===== config.mk =====
export PLATFORM = sky130hd
export DESIGN_NAME = gtb_queue
export DESIGN_NICKNAME = d
export VERILOG_FILES = /design/src/rtl/gtb_pkg.sv /design/src/rtl/gtb_queue.sv
export SDC_FILE = /design/constraint.sdc
export NUM_CORES = 1
export LEC_CHECK = 0
export BUFFER_PORTS_ARGS = -buffer_cell sky130_fd_sc_hd__buf_4
export CORE_MARGIN = 1.5
export CORE_UTILIZATION = 31
export CTS_CLUSTER_DIAMETER = 120
export DETAILED_ROUTE_END_ITERATION = 16
export PLACE_DENSITY = 0.51
export SYNTH_ARGS = -nofsm -noshare
export SYNTH_HDL_FRONTEND = slang
export SYNTH_SLANG_ARGS = --single-unit

===== constraint.sdc =====
create_clock -name clock -period 8 [get_ports clock]
set_clock_uncertainty 0.05 [all_clocks]
set_input_delay 0.4 -clock clock [delete_from_list [all_inputs] [get_ports clock]]
set_output_delay 0.4 -clock clock [all_outputs]
set_load 0.01 [all_outputs]

===== src/rtl/gtb_pkg.sv =====
`timescale 1ns / 1ps
// ----------------------------------------------------------------------------
// Glyph text blitter package
// Shared constants, codes and types for the 4bpp glyph text blitter.
// ----------------------------------------------------------------------------
package gtb_pkg;

   localparam int DEF_SCREEN_WIDTH = 320;
   localparam int DEF_GLYPH_ROWS   = 12;
   localparam int DEF_GLYPH_COUNT  = 256;

   localparam int QUEUE_DEPTH   = 4;
   localparam int PALETTE_DEPTH = 16;
   localparam int PIXELS        = 8;
   // Enough bits for the largest font store (256 glyphs of 32 rows).
   localparam int WORD_INDEX_W  = 13;

   localparam logic [7:0]  CODE_BIAS     = 8'h0F;
   localparam logic [7:0]  SUBST_CODE    = 8'h3B;
   localparam logic [7:0]  CODE_SPACE    = 8'h01;
   localparam logic [7:0]  CODE_NEWLINE  = 8'h0A;
   localparam logic [31:0] SPACE_ADVANCE = 32'd6;
   localparam logic [31:0] GLYPH_ADVANCE = 32'h12;
   localparam logic [15:0] LINE_STEP     = 16'h0D;
   localparam logic [7:0]  LAST_CODE_RESET = 8'd127;

   typedef enum logic [1:0] {
      OP_DRAW         = 2'd0,
      OP_SET_CURSOR   = 2'd1,
      OP_LOAD_FONT    = 2'd2,
      OP_LOAD_PALETTE = 2'd3
   } opcode_type;

   typedef enum logic [0:0] {
      CSR_FRAME_BASE = 1'b0,
      CSR_LAST_CODE  = 1'b1
   } csr_index_type;

   typedef enum logic [1:0] {
      JOB_DRAW    = 2'd0,
      JOB_FONT    = 2'd1,
      JOB_PALETTE = 2'd2
   } job_kind_type;

   typedef struct packed {
      job_kind_type            kind;
      logic [31:0]             address;
      logic [WORD_INDEX_W-1:0] index;
      logic [31:0]             value;
   } job_type;

   typedef struct packed {
      logic full;
      logic empty;
   } queue_status_type;

endpackage


===== src/rtl/gtb_queue.sv =====
`timescale 1ns / 1ps
// ----------------------------------------------------------------------------
// Glyph text blitter job queue
// Short first-in first-out queue between the front end and the back end.
// ----------------------------------------------------------------------------
module gtb_queue
   import gtb_pkg::*;
(
   input  logic             clock,
   input  logic             reset,
   input  logic             push,
   input  job_type          push_job,
   input  logic             pop,
   output job_type          head_job,
   output queue_status_type q_status
);

   localparam int PW = $clog2(QUEUE_DEPTH);
   localparam int CW = $clog2(QUEUE_DEPTH + 1);

   job_type         slot_ff [QUEUE_DEPTH];
   logic [PW-1:0]   wr_ptr_ff, wr_ptr_in;
   logic [PW-1:0]   rd_ptr_ff, rd_ptr_in;
   logic [CW-1:0]   count_ff, count_in;

   always_ff @(posedge clock) begin
      if (push) begin
         slot_ff[wr_ptr_ff] <= push_job;
      end
   end

   always_ff @(posedge clock) begin
      if (reset) begin
         wr_ptr_ff <= '0;
         rd_ptr_ff <= '0;
         count_ff  <= '0;
      end else begin
         wr_ptr_ff <= wr_ptr_in;
         rd_ptr_ff <= rd_ptr_in;
         count_ff  <= count_in;
      end
   end

   always_comb begin
      wr_ptr_in = wr_ptr_ff;
      rd_ptr_in = rd_ptr_ff;
      count_in  = count_ff;
      if (push) begin
         wr_ptr_in = (wr_ptr_ff == PW'(QUEUE_DEPTH - 1)) ? '0 : wr_ptr_ff + 1'b1;
      end
      if (pop) begin
         rd_ptr_in = (rd_ptr_ff == PW'(QUEUE_DEPTH - 1)) ? '0 : rd_ptr_ff + 1'b1;
      end
      if (push && !pop) begin
         count_in = count_ff + 1'b1;
      end else if (pop && !push) begin
         count_in = count_ff - 1'b1;
      end
      head_job       = slot_ff[rd_ptr_ff];
      q_status.full  = count_ff == CW'(QUEUE_DEPTH);
      q_status.empty = count_ff == '0;
   end

endmodule


==> summary.txt, run 1 <==
Placed design
  • Routability-driven placement congestion ratio: ~0.7
  • Setup slack after placement: between 4000 and 5000 ps
  • Half-perimeter wire length of the detailed placement result: between 10 and 15 mm
  • Number of buffer cells added on primary ports: between 150 and 200

CTS
  • Setup Fix Bufs, Post-CTS: 0
  • Total number of H-tree levels: 2
  • TritonCTS clock tree: done
  • Total number of clock tree sinks: roughly 330
  • Clk slew on worst S/H paths: ~60 ps
  • Clock root buffer master: clkbuf_16
  • Resized cells post-CTS: 0
  • Number of buffers inserted during clock tree synthesis: 36
  • Maximum count of clock buffers along a single path: 3
  • CTS Hold Buffers Added: 3
  • Worst-skew pair later-pin latency: 520 ps

Power and ir drop
  • Final Total Pwr: 3.93 mW
  • Share of total power in the clock network: approximately 40%
  • Proportion of total power due to net switching: 20.9%
  • Internal power component: around 3.1 mW
  • Peak supply drop: 0.119 mV
  • Power per Cell Area: between 200 and 300 mW/mm2
  • Net Sw Power: 820 uW
  • Leak pwr: approximately 4.9 nW
  • Share of total power in combinational logic: 8.8%
  • Seq pwr share: approximately 51%

GRT
  • Met2 track utilization from global routing: 20.8%
  • Global-route wire length before repair: approximately 36 mm
  • Layer carrying the most global-route usage: met2
  • Overall fraction of global-route tracks in use: roughly 12%
  • Met3 Resource Use GR: under 10%
  • Vias in the first global route: 5935
  • Pin count of the biggest net entering global routing: between 40 and 50
  • Met1 layer usage reported by global route: around 16%
  • Total gr overflow: 0
  • Initial antenna violation count: 0

Die
  • Height of the chip: around 200 um
  • Top-level port count: 164
  • Die Footprint: 0.0393 mm2
  • Initial core utilization: a little under a third
  • X dimension of the die: a little under 200 um
  • Core Box Area: 0.0376 mm2
  • Row cnt: 71

Route
  • Vias: roughly 5300
  • WL per Instance: approximately 20 um
  • Residual antenna-violating net count after detailed routing: 0
  • Post-detailed-route DRC marker count: 0
  • Post-detailed-routing wire length: between 20 and 25 mm
  • Number of DRC markers in iteration 0: ~260
  • Number of optimization iterations in the first detailed-route pass: 4
  • Via density per instance: approximately 4.5

Worst setup path
  • Endpoint of the worst-slack reg-to-reg timing path: slot_ff[3][69]
  • CP max FO: 47
  • Max stage delay cell, worst path: buf_4
  • Cell repeated most along the worst path: buf_4
  • Largest stage delay on the critical path: between 800 and 900 ps
  • Arrival time at the worst endpoint: roughly 3000 ps
  • Critical Path End Type: output pin
  • Required time at the endpoint of the critical path: 7550 ps
  • Startpoint type of the worst setup path: flop
  • Ordered cell list for the critical path: buf_4, mux4_2, buf_4
  • Setup slack of the worst register-to-register path: between 5000 and 6000 ps
  • R2r startpoint: wr_ptr_ff[0]
  • CP bufs+invs: 2
  • Worst r2r path cells: 3
  • Category of the most critical setup path: reg2out
  • Gate family responsible for the most delay along the worst path: buffers and inverters

Layout
  • Number of fillers in the final layout: 3339
  • Share of the core filled with cells in the final layout: 39.4%
  • Net count of the finished layout: around 740
  • Antenna cells: 0
  • Growth of design area from synthesis to finish: 25.2%
  • Share of post-route cells with drive strength above 1: between 40% and 50%

Timing
  • Fin. Hold Viols: 0
  • Setup TNS after final layout: 0 ps
  • Min setup slack post-route: approximately 4500 ps
  • Final-report setup violation count: 0
  • Unrepaired setup endpoints after global routing: no
  • Smallest hold slack: between 30 and 40 ps
  • Max-slew violation total from the final report: 0
  • Part of the cycle the worst path needs: between 40% and 50%
  • Min Tclk post-route: approximately 3500 ps
  • Maximum achievable frequency: 283 MHz
  • Transition time of the tightest slew-check pin: roughly 1000 ps
  • Normalized max-slew margin: between 30% and 40%

Yosys
  • Library cell with the highest instance count after synthesis: edfxtp_1
  • Post-synth ARST share: 0%
  • Cell taking the most area after synthesis: edfxtp_1
  • Proportion of netlist area held by the largest area contributor: 80.2%
  • Cell area after technology mapping: roughly 0.012 mm2
  • Yosys warning total: 0
  • Largest cells by area after synthesis: edfxtp_1 80%, mux4_2 15%, dfxtp_1 1.5%, ha_1 0.63%, buf_2 0.34%
  • Ys flop type: edfxtp_1
  • Post-synthesis net count: ~550
  • EDFF count, synth: approximately 320
  • Sequential fraction of the synthesis area: about four fifths
  • Number of storage elements in the synthesis netlist: 325
  • Distinct cells, synth: 21
  • Syn Area/Cell: roughly 26 um2
  • Gate Count Post-Synth: approximately 460
  • List of most frequent post-synthesis cells: 316 x edfxtp_1, 79 x mux4_2, 9 x dfxtp_1

Status
  • Result of the run: completed

Min path
  • Number of cells traversed by the worst hold path: 1
  • Endpoint of the worst hold-timing path: slot_ff[1][5]
  • Hold path start: push_job[5]
  • Tightest Hold Check Type: in2reg

Job
  • Reported max-cap violation count: 0
-- power by group through the flow --
stage / clock network (mW) / registers [mW] / logic [mW]
floorplan: 0 / 2.00 / 0.185
global placement: 0 / 2.02 / 0.349
detailed placement: 0 / 2.02 / 0.357
CTS: 1.64 / 1.99 / 0.359
global route: 1.71 / 1.99 / 0.376
finish: 1.59 / 1.98 / 0.347
-- layer usage --
metal | vias to the layer above | wire (um)
li1 | 2347 | -
met1 | 2816 | 10400
met2 | 142 | 11800
met3 | 39 | 1370
met4 | 0 | 474
met5 | - | 0
-- cells in the final DEF, fill, tap and decap left out, drive strengths merged --
cell type    Yosys  routed
xor2             2       2
dfxtp            9       9
or3              1       1
ha               6       6
mux4            79      79
mux2i            4       4
nor3             1       1
dlygate4sd3      0       3
a21oi            2       2
inv              4       6
edfxtp         316     316
buf             12     169
nor3b            2       2
nor2             7       7
and2             4       4
clkbuf           6      52
o21ai            1       1
fa               1       1
bufinv           0       3
clkinv           0       4
-- sequential cells by signal, summed over array words and instances (netlist names), named ones only --
register	cells
wr_ptr_ff	2
rd_ptr_ff	2
count_ff	3
slot_ff	316
-- worst max path at each step --
stage	startpoint	to	slack [ps]	cells past startpoint
finish	flop	head_job[40]	4460	3
global route	flop	head_job[40]	4180	3
CTS	flop	head_job[68]	4300	3
detailed placement	flop	head_job[68]	4870	3
global placement	flop	head_job[43]	4900	3
floorplan	wr_ptr_ff[0]	slot_ff[3][0]	5120	2
-- worst register-to-register path: cells and delay by family (launching register included) --
kind	cells	cell delay [ps]
AND/OR/NAND/NOR	1	530
buffers and inverters	1	740
adder cells (fa/ha/maj)	1	200
flip-flops	1	410
-- through the flow --
| stage | cells | instance area (um2) |
|---|---|---|
| after floorplan | 457 | 11800 |
| after global placement | 1119 | 13600 |
| after detailed placement | 1119 | 13600 |
| after CTS | 1183 | 14800 |
| after global routing | 1183 | 14800 |
| final | 1183 | 14800 |
-- cell type report --
cell class              count  area [um2]  area share, %
repair buffers            172        1300           8.77
multi-input cells         110        2030           13.7
inverters                   4        15.0          0.101
clock inverters             9         129          0.870
clock buffers              52        1010           6.84
flip-flops and latches    325        9680           65.4
well taps                 511         639           4.32
-- logic make-up after synthesis --
group | share of synthesized area [%]
mux | 15.4
buf+inv | 1.11
xor+xnor | 0.148
fa+ha+maj | 0.804
compound gates | 0.127
simple gates | 0.656
flops | 81.8
Note: power is estimated with default switching activity, not from simulation.
==> inputs of run 2 (changes only) <==
- PLACE_DENSITY: 0.51 -> 0.53
- clock period: 8 -> 3 ns (I/O delays scaled with it)
==> run 2 against run 1 <==
Clock-buffer cell count down 6. Cell count grew 7.4%. Largest cell class unchanged. Highest routed layer is now met5. Routed wire length is 0.30% higher.
==> summary.txt, run 2 (synthesis gave the netlist of run 1 again) <==
Status
  • Result of the run: completed (unchanged)

Worst setup path
  • Required time at the endpoint of the critical path: 2800 ps (was 7550 ps)
  • Critical Path End Type: output pin (unchanged)
  • Gate family responsible for the most delay along the worst path: buffers and inverters (unchanged)
  • R2r startpoint: wr_ptr_ff[0] (unchanged)
  • Setup slack of the worst register-to-register path: 1080 ps (was 5670 ps)
  • CP bufs+invs: 2 (unchanged)
  • Startpoint type of the worst setup path: flop (unchanged)
  • Largest stage delay on the critical path: 620 ps (was 840 ps)
  • Arrival time at the worst endpoint: 2240 ps (was 3090 ps)
  • Endpoint of the worst-slack reg-to-reg timing path: slot_ff[3][60] (was slot_ff[3][69])
  • Category of the most critical setup path: reg2out (unchanged)
  • CP max FO: 79 (was 47)
  • Max stage delay cell, worst path: mux4_2 (was buf_4)
  • Worst r2r path cells: 3 (unchanged)
  • Ordered cell list for the critical path: buf_12, mux4_2, buf_4 (was buf_4, mux4_2, buf_4)

Die
  • Die Footprint: 0.0393 mm2 (unchanged)
  • Top-level port count: 164 (unchanged)
  • Height of the chip: 198 um (unchanged)
  • X dimension of the die: 198 um (unchanged)
  • Core Box Area: 0.0376 mm2 (unchanged)
  • Initial core utilization: 31.5% (unchanged)
  • Row cnt: 71 (unchanged)

CTS
  • Worst-skew pair later-pin latency: 520 ps (about the same)
  • Maximum count of clock buffers along a single path: 3 (unchanged)
  • Total number of H-tree levels: 2 (unchanged)
  • TritonCTS clock tree: done (unchanged)
  • Total number of clock tree sinks: 325 (unchanged)
  • Setup Fix Bufs, Post-CTS: 0 (unchanged)
  • Clk slew on worst S/H paths: 60 ps (about the same)
  • Number of buffers inserted during clock tree synthesis: 36 (unchanged)
  • Resized cells post-CTS: 0 (unchanged)
  • Clock root buffer master: clkbuf_16 (unchanged)

Min path
  • Tightest Hold Check Type: in2reg (unchanged)
  • Number of cells traversed by the worst hold path: 2 (was 1)
  • Hold path start: push_job[21] (was push_job[5])
  • Endpoint of the worst hold-timing path: slot_ff[2][21] (was slot_ff[1][5])

Route
  • Residual antenna-violating net count after detailed routing: 0 (unchanged)
  • Vias: 5674 (was 5344)
  • Post-detailed-route DRC marker count: 0 (unchanged)
  • Post-detailed-routing wire length: 24.1 mm (was 24.0 mm)
  • Number of optimization iterations in the first detailed-route pass: 4 (unchanged)
  • Via density per instance: 4.46 (was 4.52)
  • Detailed-route wire length on metal 1: 10.3 mm (was 10.4 mm)
  • Number of DRC markers in iteration 0: 181 (was 264)
  • Routed wire length on met2: 11.9 mm (was 11.8 mm)
  • Met3 wire length: 1.25 mm (was 1.37 mm)
  • WL per Instance: 18.9 um (was 20.3 um)
  • Uppermost metal layer occupied by signal nets: met5 (was met4)

GRT
  • Total gr overflow: 0 (unchanged)
  • Vias in the first global route: 6357 (was 5935)
  • Global-route wire length before repair: 36.6 mm (was 36.1 mm)
  • Overall fraction of global-route tracks in use: 12.6% (was 12.4%)
  • Initial antenna violation count: 2 (was 0)
  • Pin count of the biggest net entering global routing: 80 (was 48)

Timing
  • Maximum achievable frequency: about 410 MHz
  • Max-slew violation total from the final report: 0 (unchanged)
  • Min Tclk post-route: approximately 2400 ps
  • Transition time of the tightest slew-check pin: 698 ps (was 995 ps)
  • Unrepaired setup endpoints after global routing: no (unchanged)
  • Normalized max-slew margin: 53.5% (was 33.7%)
  • Part of the cycle the worst path needs: about four fifths
  • Smallest hold slack: 317 ps (was 31.0 ps)
  • Fin. Hold Viols: 0 (unchanged)
  • Final-report setup violation count: 0 (unchanged)
  • Setup TNS after final layout: 0 ps (unchanged)

Layout
  • Growth of design area from synthesis to finish: 32.9% (was 25.2%)
  • Register containing the most flip-flops in the final layout: slot_ff (unchanged)
  • Number of fillers in the final layout: 3326 (was 3339)
  • Leading cell type in the layout, fill and taps excluded: edfxtp_1 (unchanged)
  • Commonest cells after routing, fill and taps aside: 316 x edfxtp_1, 168 x buf_4, 83 x dlygate4sd3_1 (was 316 x edfxtp_1, 169 x buf_4, 79 x mux4_2)
  • Net count of the finished layout: 824 (was 739)
  • Share of post-route cells with drive strength above 1: 40.4% (was 44.8%)
  • Antenna cells: 0 (unchanged)
  • Registers with the most flip-flops: slot_ff (316), count_ff (3) (unchanged)
  • Post-Layout Cell Count: 1271 (was 1183)
  • Max FFs per register: 316 (unchanged)
  • Finished layout cell area: 0.0157 mm2 (was 0.0148 mm2)

Power and ir drop
  • Internal power component: 8.25 mW (was 3.10 mW)
  • Share of total power in combinational logic: 10.2% (was 8.8%)
  • Peak supply drop: 0.428 mV (was 0.119 mV)
  • Proportion of total power due to net switching: 21.3% (was 20.9%)
  • Net Sw Power: 2.23 mW (was 820 uW)
  • Final Total Pwr: 10.5 mW (was 3.93 mW)
  • Seq pwr share: 50.1% (was 50.5%)
  • Leak pwr: 5.31 nW (was 4.93 nW)
  • Power per Cell Area: 668 mW/mm2 (was 265 mW/mm2)
  • Share of total power in the clock network: 39.8% (was 40.6%)

Placed design
  • Post-DP Area: 0.0137 mm2 (was 0.0136 mm2)
  • Number of placed instances, taps included: 1124 (was 1119)
  • Routability-driven placement congestion ratio: 0.673 (was 0.682)
  • Half-perimeter wire length of the detailed placement result: 13.8 mm (was 14.0 mm)
  • Number of buffer cells added on primary ports: 163 (unchanged)

Job
  • Reported max-cap violation count: 0 (unchanged)
-- run 2: cell count changes in the layout (fill, tap and decap cells not counted), moves of 3 or more --
cell,change
buf_12,+6
clkbuf_1,-4
clkbuf_8,-3
clkinv_1,+6
clkinv_2,+3
dlygate4sd3_1,+80
-- run 2: through the flow --
stage | utilization, % | setup slack (ps)
2_1_floorplan | - | 116
3_3_place_gp | 36.6 | 1060
3_5_place_dp | 36.6 | 1040
4_1_cts | 41.8 | 462
5_1_grt | 41.8 | 404
6_report | 41.8 | 558
-- run 2: final cells by class --
class | instances | area [um2] | area share, %
Sequential cell | 325 | 9680 | 61.6
Timing Repair Buffer | 257 | 2210 | 14.1
Multi-Input combinational cell | 110 | 2030 | 12.9
Clock buffer | 46 | 981 | 6.24
Tap cell | 511 | 639 | 4.07
Clock inverter | 18 | 151 | 0.964
Inverter | 4 | 15.0 | 0.0956
-- run 2: timing repair --
action | 4_1_cts | 5_1_grt
hold buffers | 83 | 0
endpoints found under the hold margin | 325 | 0
endpoints found under the setup margin | 0 | 0
-- run 2: worst max-delay path by stage --
stage / slack (ps) / depth (start not counted) / endpoint / start
after CTS: 460 / 3 / head_job[13] / flop
after detailed placement: 1040 / 3 / head_job[13] / flop
final: 560 / 3 / head_job[13] / flop
after global placement: 1060 / 3 / head_job[13] / flop
after global routing: 400 / 3 / head_job[13] / flop
after floorplan: 120 / 2 / slot_ff[3][0] / wr_ptr_ff[0]
-- run 2: worst register-to-register path, stage by stage, from the launching register on --
cell and delay [ps]:
dfxtp_1 400, ha_1 200, and2_4 500, buf_4 440
-- run 2: layer usage --
| layer | vias up | GRT usage, % |
|---|---|---|
| li1 | 2513 | - |
| met1 | 2976 | 16.0 |
| met3 | 44 | 3.37 |
| met4 | 4 | 4.18 |
| met5 | - | 0 |
| met2 | 137 | 20.8 |
-- run 2: power by group through the flow --
stage          Clock [mW]  Sequential [mW]  Combinational (mW)
2_1_floorplan           0             5.34               0.494
3_3_place_gp            0             5.34               0.980
3_5_place_dp            0             5.35                1.00
4_1_cts              4.31             5.26                1.10
5_1_grt              4.48             5.27                1.16
6_report             4.17             5.25                1.07
==> inputs of run 3 (changes only) <==
- clock period: 3 -> 2 ns (I/O delays scaled with it)
==> run 3 against run 2 <==
Die area stayed put. Global-route usage barely moved. Critical endpoint is now head_job[67]. The run now ends with negative setup slack left. Critical path type unchanged. Sequential cell count is the same. Power is 55% higher. First-iteration DRC count increased by 29%. Core utilization is 1.9 points higher.
==> summary.txt, run 3 (synthesis gave the netlist of run 1 again) <==
Route
  • Via density per instance: 4.45 (was 4.46)
  • Number of DRC markers in iteration 0: 234 (was 181)
  • WL per Instance: 18.5 um (was 18.9 um)
  • Residual antenna-violating net count after detailed routing: 0 (unchanged)
  • Post-detailed-routing wire length: 23.8 mm (was 24.1 mm)
  • Post-detailed-route DRC marker count: 0 (unchanged)
  • Vias: 5748 (was 5674)
  • Number of optimization iterations in the first detailed-route pass: 4 (unchanged)

Die
  • X dimension of the die: 198 um (unchanged)
  • Core Box Area: 0.0376 mm2 (unchanged)
  • Top-level port count: 164 (unchanged)
  • Row cnt: 71 (unchanged)
  • Die Footprint: 0.0393 mm2 (unchanged)
  • Height of the chip: 198 um (unchanged)
  • Initial core utilization: 31.5% (unchanged)

Power and ir drop
  • Seq pwr share: 48.6% (was 50.1%)
  • Final Total Pwr: 16.2 mW (was 10.5 mW)
  • Power per Cell Area: 988 mW/mm2 (was 668 mW/mm2)
  • Net Sw Power: 3.44 mW (was 2.23 mW)
  • Share of total power in combinational logic: 11.6% (was 10.2%)
  • Proportion of total power due to net switching: 21.2% (was 21.3%)
  • Share of total power in the clock network: 39.8% (about the same)
  • Peak supply drop: 0.607 mV (was 0.428 mV)
  • Leak pwr: 5.60 nW (was 5.31 nW)
  • Internal power component: 12.8 mW (was 8.25 mW)

CTS
  • Number of buffers inserted during clock tree synthesis: 37 (was 36)
  • Worst-skew pair later-pin latency: 530 ps (was 520 ps)
  • Total number of clock tree sinks: 325 (unchanged)
  • TritonCTS clock tree: done (unchanged)
  • Total number of H-tree levels: 2 (unchanged)
  • Clock root buffer master: clkbuf_16 (unchanged)
  • Maximum count of clock buffers along a single path: 3 (unchanged)
  • Clk slew on worst S/H paths: 50 ps (was 60 ps)

Timing
  • Max-slew violation total from the final report: 0 (unchanged)
  • Final-report setup violation count: 52 (was 0)
  • Fin. Hold Viols: 0 (unchanged)
  • Min Tclk post-route: approximately 2100 ps
  • Transition time of the tightest slew-check pin: 404 ps (was 698 ps)
  • Normalized max-slew margin: 73.1% (was 53.5%)
  • Unrepaired setup endpoints after global routing: yes (was no)
  • Min setup slack post-route: -63.3 ps (was 558 ps)
  • Maximum achievable frequency: 485 MHz
  • Smallest hold slack: 262 ps (was 317 ps)
  • Part of the cycle the worst path needs: 103%

Worst setup path
  • R2r startpoint: count_ff[0] (was wr_ptr_ff[0])
  • CP bufs+invs: 3 (was 2)
  • Largest stage delay on the critical path: 540 ps (was 620 ps)
  • Ordered cell list for the critical path: buf_12, buf_16, mux4_2, buf_6 (was buf_12, mux4_2, buf_4)
  • Category of the most critical setup path: reg2out (unchanged)
  • Critical Path End Type: output pin (unchanged)
  • Endpoint of the worst-slack reg-to-reg timing path: count_ff[2] (was slot_ff[3][60])
  • Gate family responsible for the most delay along the worst path: multiplexers (was buffers and inverters)
  • Critical path destination: head_job[67] (was head_job[13])
  • CP max FO: 16 (was 79)
  • Arrival time at the worst endpoint: 1910 ps (was 2240 ps)
  • Max stage delay cell, worst path: mux4_2 (unchanged)
  • Setup slack of the worst register-to-register path: 470 ps (was 1080 ps)
  • Required time at the endpoint of the critical path: 1850 ps (was 2800 ps)
  • Number of cells on the critical path: 4 (was 3)
  • Startpoint type of the worst setup path: flop (unchanged)
  • Worst r2r path cells: 4 (was 3)

Placed design
  • Half-perimeter wire length of the detailed placement result: 14.6 mm (was 13.8 mm)
  • Number of buffer cells added on primary ports: 163 (unchanged)
  • Post-DP Area: 0.0140 mm2 (was 0.0137 mm2)
  • Setup slack after placement: 286 ps (was 1040 ps)
  • Routability-driven placement congestion ratio: 0.681 (was 0.673)

Status
  • Result of the run: complete, but fails checks (was completed)
  • Violated checks: negative setup slack

Layout
  • Share of post-route cells with drive strength above 1: 42.9% (was 40.4%)
  • Leading cell type in the layout, fill and taps excluded: edfxtp_1 (unchanged)
  • Commonest cells after routing, fill and taps aside: 316 x edfxtp_1, 89 x buf_4, 83 x dlygate4sd3_1 (was 316 x edfxtp_1, 168 x buf_4, 83 x dlygate4sd3_1)
  • Max FFs per register: 316 (unchanged)
  • Registers with the most flip-flops: slot_ff (316), count_ff (3) (unchanged)
  • Finished layout cell area: 0.0164 mm2 (was 0.0157 mm2)
  • Register containing the most flip-flops in the final layout: slot_ff (unchanged)
  • Antenna cells: 0 (unchanged)
  • Growth of design area from synthesis to finish: 38.9% (was 32.9%)
  • Net count of the finished layout: 845 (was 824)

GRT
  • Pin count of the biggest net entering global routing: 55 (was 80)
  • Total gr overflow: 0 (unchanged)
  • Global-route wire length before repair: 36.6 mm (about the same)
  • Vias in the first global route: 6476 (was 6357)
  • Overall fraction of global-route tracks in use: 12.6% (about the same)
  • Initial antenna violation count: 0 (was 2)

Min path
  • Tightest Hold Check Type: in2reg (unchanged)
  • Hold path start: push_job[52] (was push_job[21])

Job
  • Reported max-cap violation count: 0 (unchanged)
run 3: changes by cell type in the layout (fill, tap and decap cells not counted), moves of 4 or more:
| cell | change |
|---|---|
| buf_12 | +14 |
| buf_4 | -79 |
| clkinv_1 | -4 |
| clkbuf_1 | -4 |
| buf_6 | +81 |
run 3: worst min path at each step:
stage,cells after the start,end
after floorplan,1,count_ff[2]
after global placement,1,slot_ff[2][5]
after detailed placement,1,slot_ff[3][54]
after CTS,2,slot_ff[2][13]
after global routing,2,slot_ff[2][9]
final,2,slot_ff[1][52]
run 3: power by group through the flow:
stage               sequential, mW  clock [mW]  combinational [mW]
global route                  7.91        6.92                2.02
global placement              8.03           0                1.51
CTS                           7.88        6.69                1.95
floorplan                     8.00           0               0.745
detailed placement            8.06           0                1.54
finish                        7.88        6.46                1.88
run 3: repair_timing:
action / in CTS / in global routing
hold endpoints to repair: 325 / 0
gates cloned: 1 / 0
endpoints found under the setup margin: 79 / 79
hold buffers: 83 / 0
pin swaps: 0 / 0
gates resized for setup: 89 / 4
setup buffers: 12 / 0
run 3: layer usage:
| metal | share of wire (%) | vias up | GRT usage [%] |
|---|---|---|---|
| li1 | - | 2560 | - |
| met1 | 41 | 3006 | 14.9 |
| met2 | 52 | 144 | 22.0 |
| met3 | 4.9 | 38 | 3.10 |
| met4 | 2.4 | 0 | 5.00 |
| met5 | 0 | - | 0 |
run 3: cell type report:
type / count / area [um2]
Multi-Input combinational cell: 110 / 2030
Tap cell: 511 / 639
Timing Repair Buffer: 277 / 2880
Clock buffer: 44 / 982
Fill cell: 3237 / 21200
Sequential cell: 325 / 9680
Inverter: 4 / 15.0
Clock inverter: 20 / 191
run 3: metrics by stage:
stage	cells	setup TNS, ps	util (%)
final	1291	-1430	43.7
after global routing	1291	-6490	43.7
after CTS	1294	-5800	43.8
after detailed placement	1134	0	37.1
after global placement	1134	0	37.1
after floorplan	457	0	-
