==> config.mk <==
export PLATFORM = sky130hd
export DESIGN_NAME = gtb_front_flat
export DESIGN_NICKNAME = d
export VERILOG_FILES = /design/src/rtl/gtb_pkg.sv /design/src/rtl/gtb_req_if.sv /design/src/rtl/gtb_front.sv /design/src/flat_wrapper.sv
export SDC_FILE = /design/constraint.sdc
export NUM_CORES = 1
export LEC_CHECK = 0
export ABC_AREA = 1
export BUFFER_PORTS_ARGS = -buffer_cell sky130_fd_sc_hd__buf_4
export CORE_ASPECT_RATIO = 1.4
export CORE_MARGIN = 8
export CORE_UTILIZATION = 30
export CTS_CLUSTER_DIAMETER = 50
export CTS_CLUSTER_SIZE = 10
export DETAILED_ROUTE_END_ITERATION = 8
export REMOVE_ABC_BUFFERS = 1
export SYNTH_ARGS = -nofsm -noshare
export SYNTH_HDL_FRONTEND = slang
export SYNTH_SLANG_ARGS = --single-unit
==> constraint.sdc <==
create_clock -name clock -period 7.4 [get_ports clock]
set_clock_uncertainty 0.05 [all_clocks]
set_input_delay 0.74 -clock clock [delete_from_list [all_inputs] [get_ports clock]]
set_output_delay 0.74 -clock clock [all_outputs]
set_load 0.03 [all_outputs]
==> src/rtl/gtb_pkg.sv <==
`timescale 1ns / 1ps
// ----------------------------------------------------------------------------
// Glyph text blitter package
// Shared constants, codes and types for the 4bpp glyph text blitter.
// ----------------------------------------------------------------------------
package gtb_pkg;

   localparam int DEF_SCREEN_WIDTH = 320;
   localparam int DEF_GLYPH_ROWS   = 12;
   localparam int DEF_GLYPH_COUNT  = 256;

   localparam int QUEUE_DEPTH   = 4;
   localparam int PALETTE_DEPTH = 16;
   localparam int PIXELS        = 8;
   // Enough bits for the largest font store (256 glyphs of 32 rows).
   localparam int WORD_INDEX_W  = 13;

   localparam logic [7:0]  CODE_BIAS     = 8'h0F;
   localparam logic [7:0]  SUBST_CODE    = 8'h3B;
   localparam logic [7:0]  CODE_SPACE    = 8'h01;
   localparam logic [7:0]  CODE_NEWLINE  = 8'h0A;
   localparam logic [31:0] SPACE_ADVANCE = 32'd6;
   localparam logic [31:0] GLYPH_ADVANCE = 32'h12;
   localparam logic [15:0] LINE_STEP     = 16'h0D;
   localparam logic [7:0]  LAST_CODE_RESET = 8'd127;

   typedef enum logic [1:0] {
      OP_DRAW         = 2'd0,
      OP_SET_CURSOR   = 2'd1,
      OP_LOAD_FONT    = 2'd2,
      OP_LOAD_PALETTE = 2'd3
   } opcode_type;

   typedef enum logic [0:0] {
      CSR_FRAME_BASE = 1'b0,
      CSR_LAST_CODE  = 1'b1
   } csr_index_type;

   typedef enum logic [1:0] {
      JOB_DRAW    = 2'd0,
      JOB_FONT    = 2'd1,
      JOB_PALETTE = 2'd2
   } job_kind_type;

   typedef struct packed {
      job_kind_type            kind;
      logic [31:0]             address;
      logic [WORD_INDEX_W-1:0] index;
      logic [31:0]             value;
   } job_type;

   typedef struct packed {
      logic full;
      logic empty;
   } queue_status_type;

endpackage

==> src/rtl/gtb_req_if.sv <==
`timescale 1ns / 1ps
// ----------------------------------------------------------------------------
// Glyph text blitter request channel
// Valid/ready channel that carries one command item.
// ----------------------------------------------------------------------------
interface gtb_req_if;
   logic               valid;
   logic               ready;
   logic [1:0]         opcode;
   logic [7:0]         char_code;
   logic signed [15:0] cursor_x;
   logic signed [15:0] cursor_y;
   logic [11:0]        load_index;
   logic [31:0]        load_value;

   modport source (
      output valid, opcode, char_code, cursor_x, cursor_y, load_index, load_value,
      input  ready
   );
   modport sink (
      input  valid, opcode, char_code, cursor_x, cursor_y, load_index, load_value,
      output ready
   );
endinterface

==> src/rtl/gtb_front.sv <==
`timescale 1ns / 1ps
// ----------------------------------------------------------------------------
// Glyph text blitter front end
// Accepts command items, keeps the cursor and queues draw and load jobs.
// ----------------------------------------------------------------------------
module gtb_front
   import gtb_pkg::*;
#(
   parameter int SCREEN_WIDTH = DEF_SCREEN_WIDTH,
   parameter int GLYPH_ROWS   = DEF_GLYPH_ROWS,
   parameter int GLYPH_COUNT  = DEF_GLYPH_COUNT
) (
   input  logic             clock,
   input  logic             reset,
   gtb_req_if.sink          req_chan,
   input  logic [31:0]      frame_base,
   input  logic [7:0]       last_code,
   input  queue_status_type q_status,
   output logic             push,
   output job_type          push_job
);

   localparam int FONT_WORDS = GLYPH_COUNT * GLYPH_ROWS;

   logic [31:0] cursor_ff, cursor_in;
   logic [15:0] line_x_ff, line_x_in;
   logic [15:0] line_y_ff, line_y_in;

   logic [WORD_INDEX_W-1:0] base_tab [256];
   logic                    accept;
   logic [15:0]             place_x;
   logic [15:0]             place_y;
   logic [31:0]             place_addr;
   logic [31:0]             y_rows;
   logic [7:0]              glyph_code;
   logic [7:0]              glyph_index;

   // First font word of each glyph, already reduced modulo the store depth.
   for (genvar G = 0; G < 256; G++) begin : g_base
      localparam int BaseWord = ((G / 8) * 8 * GLYPH_ROWS + G % 8) % FONT_WORDS;
      assign base_tab[G] = WORD_INDEX_W'(BaseWord);
   end

   always_ff @(posedge clock) begin
      if (reset) begin
         cursor_ff <= '0;
         line_x_ff <= '0;
         line_y_ff <= '0;
      end else begin
         cursor_ff <= cursor_in;
         line_x_ff <= line_x_in;
         line_y_ff <= line_y_in;
      end
   end

   always_comb begin
      req_chan.ready = !q_status.full;
      accept         = req_chan.valid && req_chan.ready;

      if (opcode_type'(req_chan.opcode) == OP_SET_CURSOR) begin
         place_x = req_chan.cursor_x;
         place_y = req_chan.cursor_y;
      end else begin
         place_x = line_x_ff;
         place_y = line_y_ff + LINE_STEP;
      end
      y_rows     = {{16{place_y[15]}}, place_y} * 32'(SCREEN_WIDTH);
      place_addr = (({{16{place_x[15]}}, place_x} + y_rows) << 1) + frame_base;

      if (req_chan.char_code < CODE_BIAS || req_chan.char_code > last_code) begin
         glyph_code = SUBST_CODE;
      end else begin
         glyph_code = req_chan.char_code;
      end
      glyph_index = glyph_code - CODE_BIAS;

      cursor_in = cursor_ff;
      line_x_in = line_x_ff;
      line_y_in = line_y_ff;
      push      = 1'b0;
      push_job.kind    = JOB_DRAW;
      push_job.address = cursor_ff;
      push_job.index   = {1'b0, req_chan.load_index};
      push_job.value   = req_chan.load_value;

      if (accept) begin
         case (opcode_type'(req_chan.opcode))
            OP_DRAW: begin
               if (req_chan.char_code == CODE_SPACE) begin
                  cursor_in = cursor_ff + SPACE_ADVANCE;
               end else if (req_chan.char_code == CODE_NEWLINE) begin
                  line_y_in = place_y;
                  cursor_in = place_addr;
               end else begin
                  push           = 1'b1;
                  push_job.index = base_tab[glyph_index];
                  cursor_in      = cursor_ff + GLYPH_ADVANCE;
               end
            end
            OP_SET_CURSOR: begin
               line_x_in = place_x;
               line_y_in = place_y;
               cursor_in = place_addr;
            end
            OP_LOAD_FONT: begin
               push_job.kind = JOB_FONT;
               push = 32'(req_chan.load_index) < 32'(FONT_WORDS);
            end
            OP_LOAD_PALETTE: begin
               push_job.kind = JOB_PALETTE;
               push = 32'(req_chan.load_index) < 32'(PALETTE_DEPTH);
            end
            default: begin
               push = 1'b0;
            end
         endcase
      end
   end

endmodule

==> src/flat_wrapper.sv <==
// flat-port wrapper written by rule: the top's interface ports become plain ports
module gtb_front_flat import gtb_pkg::*;
#(
   parameter int SCREEN_WIDTH = DEF_SCREEN_WIDTH,
   parameter int GLYPH_ROWS   = DEF_GLYPH_ROWS,
   parameter int GLYPH_COUNT  = DEF_GLYPH_COUNT
)
  (clock, reset, frame_base, last_code, q_status, push, push_job, req_chan_valid, req_chan_opcode, req_chan_char_code, req_chan_cursor_x, req_chan_cursor_y, req_chan_load_index, req_chan_load_value, req_chan_ready);
  gtb_req_if req_chan_i ();
  input  logic clock;
  input  logic reset;
  input  logic [31:0] frame_base;
  input  logic [7:0] last_code;
  input  queue_status_type q_status;
  output logic push;
  output job_type push_job;
  input wire logic [$bits(req_chan_i.valid)-1:0] req_chan_valid;
  input wire logic [$bits(req_chan_i.opcode)-1:0] req_chan_opcode;
  input wire logic [$bits(req_chan_i.char_code)-1:0] req_chan_char_code;
  input wire logic [$bits(req_chan_i.cursor_x)-1:0] req_chan_cursor_x;
  input wire logic [$bits(req_chan_i.cursor_y)-1:0] req_chan_cursor_y;
  input wire logic [$bits(req_chan_i.load_index)-1:0] req_chan_load_index;
  input wire logic [$bits(req_chan_i.load_value)-1:0] req_chan_load_value;
  output wire logic [$bits(req_chan_i.ready)-1:0] req_chan_ready;
  assign req_chan_i.valid = req_chan_valid;
  assign req_chan_i.opcode = req_chan_opcode;
  assign req_chan_i.char_code = req_chan_char_code;
  assign req_chan_i.cursor_x = req_chan_cursor_x;
  assign req_chan_i.cursor_y = req_chan_cursor_y;
  assign req_chan_i.load_index = req_chan_load_index;
  assign req_chan_i.load_value = req_chan_load_value;
  assign req_chan_ready = req_chan_i.ready;
  gtb_front #(.SCREEN_WIDTH(SCREEN_WIDTH), .GLYPH_ROWS(GLYPH_ROWS), .GLYPH_COUNT(GLYPH_COUNT)) u_core (.clock(clock), .reset(reset), .req_chan(req_chan_i), .frame_base(frame_base), .last_code(last_code), .q_status(q_status), .push(push), .push_job(push_job));
endmodule
==> reports/results.txt, run 1 <==
Synth Area per Inst: 6.134 um^2
Initial core utilization: 0.3033
Die Span X: 170.6 um
Power per cell area: 160.5 mW/mm^2
Power Total: 1.858 mW
Yosys cell types: 60
Setup TNS: 0 ns
Worst Setup Start Kind: input pin
Filler Cell Count: 3684
FP Rows: 79
Clock latency on the worst-skew pair: 0.36 ns
Maximum vdd drop: 0.0001549 V
CP max stage delay: 0.43 ns
WP data required: 7.58 ns
Critical path class: in2reg
Actual slew at the worst max-slew pin: 1.246 ns
Max Cap Violations: 0
Initial antenna violation count: 0
CTS resizes: 0
P_leak: 5.746 nW
RSZ-0062 raised after global routing: no
Yosys top cell area share: 0.1353
Port Buffers: 145
Layout cells sized above 1: 0.1548
Final period util: 0.9110
GR Overflow Total: 0
Most common flop cell mapped by yosys: dfxtp_1
Largest net degree at the start of global routing: 38
Die Area: 0.03967 mm^2
Core ar.: 0.03311 mm^2
CTS tree: done
Type of the most critical hold path: reg2reg
N_diodes: 0
Number of synthesized register bits: 64
Vias per Instance: 5.013
Routed Antenna Nets: 0
Num CTS Buffers: 9
Ranking of synthesized cells by area: nand2_1 (14%), dfxtp_1 (13%), ha_1 (13%), a21oi_1 (7.7%), inv_1 (7.2%)
DRT Pass-1 Iters: 7
Sequential fraction of the synthesis area: 0.1276
Worst Setup Slack, final: 0.6584 ns
Relative slew slack: 0.1639
Max H-tree Level: 3
WL final: 35.84 mm
Count of final hold-check violations: 0
Pre-CTS WS: 0.4630 ns
All-Layer GR Usage: 0.1782
I/O pins: 212
Wire length of the first global-routing pass: 56.17 mm
Final Max Tran Viols: 0
Register area: 0.001281 mm^2
Largest fanout on the critical path: 17
Drt wl/cell: 16.47 um
Detailed-route via count: 10909
GPL Wtd Cong: 0.9826
Root Driver: clkbuf_16
Hpwl dp: 29.14 mm
CP endpoint kind: flop
Nets: 1962
Cell Area, Synth: 0.01004 mm^2
Setup bufs post-CTS: 0
P&R area growth vs syn: 15.25%
Hold_buf cts: 0
Clock buffer depth: 2
Cell taking the most area after synthesis: nand2_1
Clock-pin slew on the worst setup and hold paths: 0.06 ns
Clock Sinks: 64
Vias in the first global route: 11129
Number of synthesized flops with an enable pin: 0
F_max: 148.3 MHz
Outcome: complete, no violations
Final Util: 0.3495
Hold slack: 0.4084 ns
Drt drc: 0
Worst-path cell with the longest stage delay: o21ai_0
Die Ht: 232.5 um
Post-synth ARST share: 0
Post-Synthesis Cells: 1637
Final setup violation count: 0
DRT iter0 DRCs: 482
Multi-input gate area: 0.007473 mm^2
Yosys warnings: 0
Fin crit period: 6.742 ns
Arrival time at the worst endpoint: 6.92 ns
-- Yosys cell counts (all sizes together) (2+ instances only) --
master	count
a21oi	158
nor3	28
a31o	2
o21bai	8
o211ai	13
a31oi	12
nand3	86
nand2	384
nor2	157
o2111ai	2
a21o	12
a21boi	3
o22ai	5
nand4	30
dfxtp	64
ha	101
xor2	70
inv	224
a211oi	17
xnor2	25
o31ai	2
clkbuf	17
or2	6
nor4	7
o221ai	4
o21a	2
buf	56
nand3b	3
o21ai	129
fa	3
-- placed cells by master, fill, tap and decap left out, types with 17 or more instances in the layout --
cell        n
nand2_2    19
xnor2_1    25
ha_1      101
a21oi_1   155
xor2_1     70
o21ai_1    36
nand3_1    81
a211oi_1   17
dfxtp_1    64
inv_2      30
inv_1     193
o21ai_0    92
buf_4     152
nand2_1   362
nor3_1     20
nor2_1    136
nand4_1    29
-- routing by layer --
| metal | up-vias | share of wire | GRT usage |
|---|---|---|---|
| li1 | 5570 | - | - |
| met2 | 313 | 0.50 | 0.3308 |
| met5 | - | 0 | 0.002554 |
| met1 | 4952 | 0.39 | 0.1859 |
| met3 | 74 | 0.064 | 0.03460 |
| met4 | 0 | 0.044 | 0.09261 |
-- path summary, 6_finish.rpt --
path	from	to	slack (ns)	cells past startpoint
min	u_core.line_x_ff[2]$_SDFFE_PP0P_	u_core.line_x_ff[2]$_SDFFE_PP0P_	0.41	2
max	req_chan_opcode[1]	u_core.cursor_ff[31]$_SDFFE_PP0P_	0.66	38
min reg2reg	u_core.line_x_ff[2]$_SDFFE_PP0P_	u_core.line_x_ff[2]$_SDFFE_PP0P_	0.41	2
max reg2reg	u_core.line_y_ff[1]$_SDFFE_PP0P_	u_core.cursor_ff[31]$_SDFFE_PP0P_	0.97	36
-- critical path: cells and delay by family --
kind | cells | cell delay, ns
AND/OR/NAND/NOR | 15 | 1.99
AO/OA/AOI/OAI | 9 | 1.85
adder cells (fa/ha/maj) | 3 | 1.10
buffers and inverters | 9 | 0.91
XOR/XNOR | 2 | 0.31
-- area by class of cell --
class | count | share of cell area
Multi-Input combinational cell | 1275 | 0.6457
Sequential cell | 64 | 0.1107
Timing Repair Buffer | 152 | 0.09859
Inverter | 225 | 0.07319
Tap cell | 445 | 0.04811
Clock buffer | 12 | 0.02216
Clock inverter | 3 | 0.001514
-- power breakdown --
part | internal, mW | leakage (nW) | switching, mW
logic | 0.375 | 5.09 | 0.680
registers | 0.358 | 0.520 | 0.0212
clock network | 0.243 | 0.134 | 0.181
total | 0.976 | 5.75 | 0.882
-- through the flow --
step | std cells | area, um^2
after floorplan | 1564 | 9599
after global placement | 2161 | 11300
after detailed placement | 2161 | 11300
after CTS | 2176 | 11570
after global routing | 2176 | 11570
final | 2176 | 11570
-- cells by family after synthesis --
| family | share of synthesized area |
|---|---|
| adder cells (fa/ha/maj) | 0.1318 |
| AND/OR/NAND/NOR | 0.3211 |
| AO/OA/AOI/OAI | 0.2078 |
| flip-flops | 0.1276 |
| other | 0.0003734 |
| XOR/XNOR | 0.08286 |
| buffers and inverters | 0.1285 |
-- sequential cells by signal, indices dropped and copies added (netlist names) --
name and cells:
u_core.cursor_ff 32, u_core.line_y_ff 16, u_core.line_x_ff 16
Note: power is estimated with default switching activity, not from simulation.
==> inputs of run 2 (changes only) <==
--- a/config.mk
+++ b/config.mk
@@ -7,12 +7,15 @@
 export LEC_CHECK = 0
 export ABC_AREA = 1
 export BUFFER_PORTS_ARGS = -buffer_cell sky130_fd_sc_hd__buf_4
+export CELL_PAD_IN_SITES_DETAIL_PLACEMENT = 0
+export CELL_PAD_IN_SITES_GLOBAL_PLACEMENT = 1
 export CORE_ASPECT_RATIO = 1.4
 export CORE_MARGIN = 8
 export CORE_UTILIZATION = 30
-export CTS_CLUSTER_DIAMETER = 50
+export CTS_CLUSTER_DIAMETER = 150
 export CTS_CLUSTER_SIZE = 10
 export DETAILED_ROUTE_END_ITERATION = 8
+export PLACE_DENSITY_LB_ADDON = 0.1
 export REMOVE_ABC_BUFFERS = 1
 export SYNTH_ARGS = -nofsm -noshare
 export SYNTH_HDL_FRONTEND = slang
==> run 2 against run 1 <==
Sequential share of layout area down 0.081 points. Via count down 0.28%. Largest cell class unchanged. Largest power group unchanged. Count of clock-buffer cells in the layout down 1.
==> reports/results.txt, run 2 (synthesized netlist as in run 1, its figures left out) <==
Core ar.: 0.03311 mm^2 (unchanged)
Die Area: 0.03967 mm^2 (unchanged)
RSZ-0062 raised after global routing: no
Vias in the first global route: 11016 (-1.0%)
Hold Path Sink: u_core.line_x_ff[0]$_SDFFE_PP0P_
Root Driver: clkbuf_16
Hpwl dp: 32.11 mm (+10%)
Clock Sinks: 64 (unchanged)
Nets: 1970 (+0.41%)
FP Rows: 79 (unchanged)
Routed Antenna Nets: 0 (unchanged)
Clock latency on the worst-skew pair: 0.35 ns (about the same)
Detailed-route via count: 10878 (-0.28%)
Biggest regs: u_core.cursor_ff: 32 flops, u_core.line_x_ff: 16 flops, u_core.line_y_ff: 16 flops
Power per cell area: 165.6 mW/mm^2 (+3.2%)
Max reg flops: 32 (unchanged)
Layout cells sized above 1: 0.1592 (+0.004372)
CP endpoint kind: flop
F_max: 154.2 MHz (+3.9%)
CP bufs+invs: 7 (-2)
Setup bufs post-CTS: 0 (unchanged)
Wire length on met3: 1.600 mm (-30%)
Num CTS Buffers: 9 (unchanged)
CP delay by family, top: compound AO/OA/AOI/OAI gates
All-Layer GR Usage: 0.1948 (+0.01666)
Port Buffers: 145 (unchanged)
Relative slew slack: 0.2527 (+0.08882)
Hold path startpoint: u_core.line_x_ff[0]$_SDFFE_PP0P_
Initial antenna violation count: 0 (unchanged)
Drt wl/cell: 17.86 um (+8.4%)
Wire length of the first global-routing pass: 59.81 mm (+6.5%)
Critical path class: in2reg
Most flops, register: u_core.cursor_ff
GPL Wtd Cong: 0.9224 (-6.1%)
Filler Cell Count: 3771 (+2.4%)
Reg2reg start: u_core.line_y_ff[2]$_SDFFE_PP0P_
Max Cap Violations: 0 (unchanged)
P&R area growth vs syn: 16.10%
DRT Pass-1 Iters: 5 (-2)
Final period util: 0.8766 (-0.03443)
Placed instance count: 2169 (+0.37%)
Worst reg2reg setup slack: 0.97 ns (about the same)
Initial core utilization: 0.3033 (unchanged)
GR Overflow Total: 0 (unchanged)
Clock buffer depth: 2 (unchanged)
Most frequent cells in the layout: nand2_1 (362), inv_1 (193), buf_4 (160)
CTS resizes: 0 (unchanged)
Final setup violation count: 0 (unchanged)
P_leak: 5.795 nW (+0.86%)
Setup TNS: 0 ns (unchanged)
Largest net degree at the start of global routing: 38 (unchanged)
WL final: 39.03 mm (+8.9%)
Type of the most critical hold path: reg2reg
Met2 WL: 20.70 mm (+15%)
R2R cell count: 38 (+5.6%)
Die Ht: 232.5 um (unchanged)
N_diodes: 0 (unchanged)
Drt drc: 0 (unchanged)
Commonest non-fill, non-tap cell in the layout: nand2_1
Worst-path cell with the longest stage delay: ha_1
Worst Setup Start Kind: input pin
Area post-placement: 0.01136 mm^2 (+0.53%)
Fin crit period: 6.487 ns (-0.2548 ns)
Final Max Tran Viols: 0 (unchanged)
Arrival time at the worst endpoint: 6.73 ns (-0.19 ns)
Count of final hold-check violations: 0 (unchanged)
I/O pins: 212 (unchanged)
Die Span X: 170.6 um (unchanged)
Final non-filler cell total: 2185 (+0.41%)
Outcome: complete, no violations
Vias per Instance: 4.978 (-0.69%)
Maximum vdd drop: 0.00009900 V (-36%)
Largest fanout on the critical path: 12 (-5)
Max H-tree Level: 3 (unchanged)
Power Total: 1.931 mW (+3.9%)
DRT iter0 DRCs: 534 (+11%)
Top sig layer: met4
Hold_buf cts: 0 (unchanged)
Post-Route M1 WL: 15.49 mm (+10%)
WP data required: 7.64 ns (+0.06 ns)
Critical R2R Capture: u_core.cursor_ff[31]$_SDFFE_PP0P_
Actual slew at the worst max-slew pin: 1.120 ns (-0.1268 ns)
CTS tree: done
CP max stage delay: 0.36 ns (-0.07 ns)
Hold Path Stages: 2 (unchanged)
Clock-pin slew on the worst setup and hold paths: 0.06 ns (about the same)
Cell area after layout: 0.01166 mm^2 (+0.74%)
Cell mode on critical path: nand2_1
## run 2: cell count changes in the layout (fill, tap and decap cells not counted)
cell	change
clkinv_4	+1
buf_4	+8
bufinv_16	+1
clkbuf_8	-1
## run 2: how the worst max path moves through the flow
stage / cells after the start / endpoint / start / slack, ns
finish: 34 / u_core.cursor_ff[29]$_SDFFE_PP0P_ / req_chan_opcode[1] / 0.91
global route: 39 / u_core.cursor_ff[31]$_SDFFE_PP0P_ / req_chan_opcode[1] / 0.08
CTS: 36 / u_core.cursor_ff[31]$_SDFFE_PP0P_ / req_chan_opcode[1] / 0.86
detailed placement: 36 / u_core.cursor_ff[31]$_SDFFE_PP0P_ / req_chan_opcode[1] / 0.51
global placement: 39 / u_core.cursor_ff[31]$_SDFFE_PP0P_ / req_chan_opcode[1] / 0.50
floorplan: 32 / u_core.cursor_ff[28]$_SDFFE_PP0P_ / req_chan_opcode[1] / 1.24
## run 2: where the power goes
group | switching [mW] | internal, mW | total, mW
sequential | 0.0220 | 0.358 | 0.380
clock | 0.198 | 0.270 | 0.468
combinational | 0.703 | 0.380 | 1.08
total | 0.923 | 1.01 | 1.93
## run 2: metrics by stage
step	utilization	hold slack, ns	setup WS [ns]
after floorplan	-	0.3785	1.242
after global placement	0.3431	0.3907	0.4997
after detailed placement	0.3431	0.3941	0.5071
after CTS	0.3521	0.4060	0.8604
after global routing	0.3521	0.4337	0.07552
final	0.3521	0.4068	0.9132
## run 2: worst register-to-register path, delay by kind of cell (launching register included)
family	cells	cell delay, ns
compound gates	9	1.38
xor+xnor	2	0.40
fa+ha+maj	4	1.40
buf+inv	5	0.37
flops	1	0.33
simple gates	18	2.42
## run 2: final cells by class
class                           count  area, um^2  area share
Clock buffer                       11       242.7     0.02082
Clock inverter                      5       56.30    0.004829
Multi-Input combinational cell   1275        7473      0.6410
Tap cell                          445       556.8     0.04776
Sequential cell                    64        1281      0.1099
Inverter                          225       847.1     0.07265
Timing Repair Buffer              160        1201      0.1030
## run 2: layer usage
layer  vias to the layer above  GRT usage
met1                      4998     0.2031
li1                       5591          -
met4                         0    0.07255
met5                         -   0.001277
met3                        56    0.03053
met2                       233     0.3806
==> inputs of run 3 (changes only) <==
--- a/config.mk
+++ b/config.mk
@@ -16,6 +16,7 @@
 export CTS_CLUSTER_SIZE = 10
 export DETAILED_ROUTE_END_ITERATION = 8
 export PLACE_DENSITY_LB_ADDON = 0.1
+export RECOVER_POWER = 25
 export REMOVE_ABC_BUFFERS = 1
 export SYNTH_ARGS = -nofsm -noshare
 export SYNTH_HDL_FRONTEND = slang
==> run 3 against run 2 <==
Register-to-register slack about the same. Sequential cell count unchanged. Sequential share of layout area about the same. Clock power about the same. Die area unchanged.
==> reports/results.txt, run 3 (synthesized netlist as in run 1, its figures left out) <==
Outcome: complete, no violations
Final period util: 0.8744 (-0.002173)
Commonest non-fill, non-tap cell in the layout: nand2_1
Wire length of the first global-routing pass: 59.81 mm (unchanged)
Pint: 1.007 mW (about the same)
Hpwl dp: 32.11 mm (unchanged)
Initial core utilization: 0.3033 (unchanged)
Die Span X: 170.6 um (unchanged)
Power Total: 1.931 mW (about the same)
Layout cells sized above 1: 0.1569 (-0.002299)
F_max: 154.5 MHz (+0.25%)
Type of the most critical hold path: reg2reg
P&R area growth vs syn: 15.95%
Largest net degree at the start of global routing: 38 (unchanged)
Core ar.: 0.03311 mm^2 (unchanged)
Worst-path cell with the longest stage delay: ha_1
Power per cell area: 165.8 mW/mm^2 (+0.12%)
Biggest regs: u_core.cursor_ff: 32 flops, u_core.line_x_ff: 16 flops, u_core.line_y_ff: 16 flops
Num CTS Buffers: 9 (unchanged)
Max reg flops: 32 (unchanged)
Setup TNS: 0 ns (unchanged)
Critical path class: in2reg
Count of final hold-check violations: 0 (unchanged)
Final setup violation count: 0 (unchanged)
Worst Setup Start Kind: input pin
P_leak: 5.779 nW (-0.29%)
Maximum vdd drop: 0.00009873 V (-0.28%)
Drt wl/cell: 17.87 um (about the same)
Logic gate share of total power: 0.560 (about the same)
CP max stage delay: 0.37 ns (about the same)
Largest fanout on the critical path: 12 (unchanged)
DRT Pass-1 Iters: 4 (-1)
Reg2reg start: u_core.line_y_ff[2]$_SDFFE_PP0P_
WP data required: 7.59 ns (-0.05 ns)
Die Area: 0.03967 mm^2 (unchanged)
WL final: 39.04 mm (about the same)
Drt drc: 0 (unchanged)
Clock-pin slew on the worst setup and hold paths: 0.06 ns (about the same)
GR Overflow Total: 0 (unchanged)
Actual slew at the worst max-slew pin: 1.123 ns (+0.003769 ns)
Hold Path Stages: 2 (unchanged)
CTS resizes: 0 (unchanged)
Port Buffers: 145 (unchanged)
Most flops, register: u_core.cursor_ff
DRT iter0 DRCs: 554 (+3.7%)
Hold_buf cts: 0 (unchanged)
Register share of total power: 0.197 (about the same)
Launch point of the worst path: req_chan_opcode[1]
GPL Wtd Cong: 0.9224 (unchanged)
Max H-tree Level: 3 (unchanged)
Max Cap Violations: 0 (unchanged)
Nets: 1970 (unchanged)
Hold path startpoint: u_core.line_x_ff[0]$_SDFFE_PP0P_
Clock Sinks: 64 (unchanged)
N_diodes: 0 (unchanged)
Final Max Tran Viols: 0 (unchanged)
All-Layer GR Usage: 0.1948 (unchanged)
Arrival time at the worst endpoint: 6.66 ns (-0.07 ns)
Initial antenna violation count: 0 (unchanged)
Vias in the first global route: 11016 (unchanged)
Clock latency on the worst-skew pair: 0.35 ns (about the same)
Die Ht: 232.5 um (unchanged)
RSZ-0062 raised after global routing: no
CP endpoint kind: flop
Detailed-route via count: 10894 (+0.15%)
CTS tree: done
R2R cell count: 38 (unchanged)
Vias per Instance: 4.986 (+0.15%)
Fin crit period: 6.471 ns (-0.01608 ns)
FP Rows: 79 (unchanged)
Clock Power Share: 0.243 (about the same)
Routed Antenna Nets: 0 (unchanged)
I/O pins: 212 (unchanged)
Relative slew slack: 0.2502 (-0.002515)
Sw Ratio: 0.4782 (about the same)
P_sw: 0.9232 mW (about the same)
Clock buffer depth: 2 (unchanged)
Setup bufs post-CTS: 0 (unchanged)
Most frequent cells in the layout: nand2_1 (362), inv_1 (193), buf_4 (156)
Root Driver: clkbuf_16
run 3: metal layers:
metal	vias up	part of all wire	global-route usage
met5	-	0	0.001277
met4	0	0.031	0.07255
met3	53	0.040	0.03053
met2	243	0.53	0.3806
met1	5001	0.40	0.2031
li1	5597	-	-
run 3: metrics by stage:
stage	setup WS (ns)	std cells	util	hold slack (ns)	area [um^2]
2_1_floorplan	1.242	1564	-	0.3785	9599
3_3_place_gp	0.4997	2169	0.3431	0.3907	11360
4_1_cts	0.8604	2185	0.3521	0.4060	11660
5_1_grt	0.07552	2185	0.3516	0.4337	11640
3_5_place_dp	0.5071	2169	0.3431	0.3941	11360
6_report	0.9293	2185	0.3516	0.4068	11640
run 3: worst paths after layout:
check	to	slack (ns)
worst min register to register	u_core.line_x_ff[0]$_SDFFE_PP0P_	0.41
worst min-delay path	u_core.line_x_ff[0]$_SDFFE_PP0P_	0.41
worst max-delay path	u_core.cursor_ff[31]$_SDFFE_PP0P_	0.93
worst max register to register	u_core.cursor_ff[31]$_SDFFE_PP0P_	0.97
run 3: layout make-up:
cell class	count	area, um^2
Timing Repair Buffer	160	1186
Inverter	225	847.1
Tap cell	445	556.8
Multi-Input combinational cell	1275	7473
Sequential cell	64	1281
Clock inverter	5	56.30
Clock buffer	11	242.7
Fill cell	3767	21470
run 3: critical path: cells and delay by family:
kind                       cells  cell delay (ns)
xor gates and xnor gates       2             0.31
buffers and inverters          9             0.95
adders and majority gates      3             1.08
and+or+nand+nor               14             1.70
AOI/OAI and AO/OA              9             1.85
run 3: power by group through the flow:
stage,combinational (mW),sequential [mW],clock (mW)
after global routing,1.21,0.383,0.491
after global placement,1.08,0.388,0
after detailed placement,1.08,0.388,0
after CTS,1.09,0.380,0.485
final,1.08,0.380,0.469
after floorplan,0.726,0.398,0
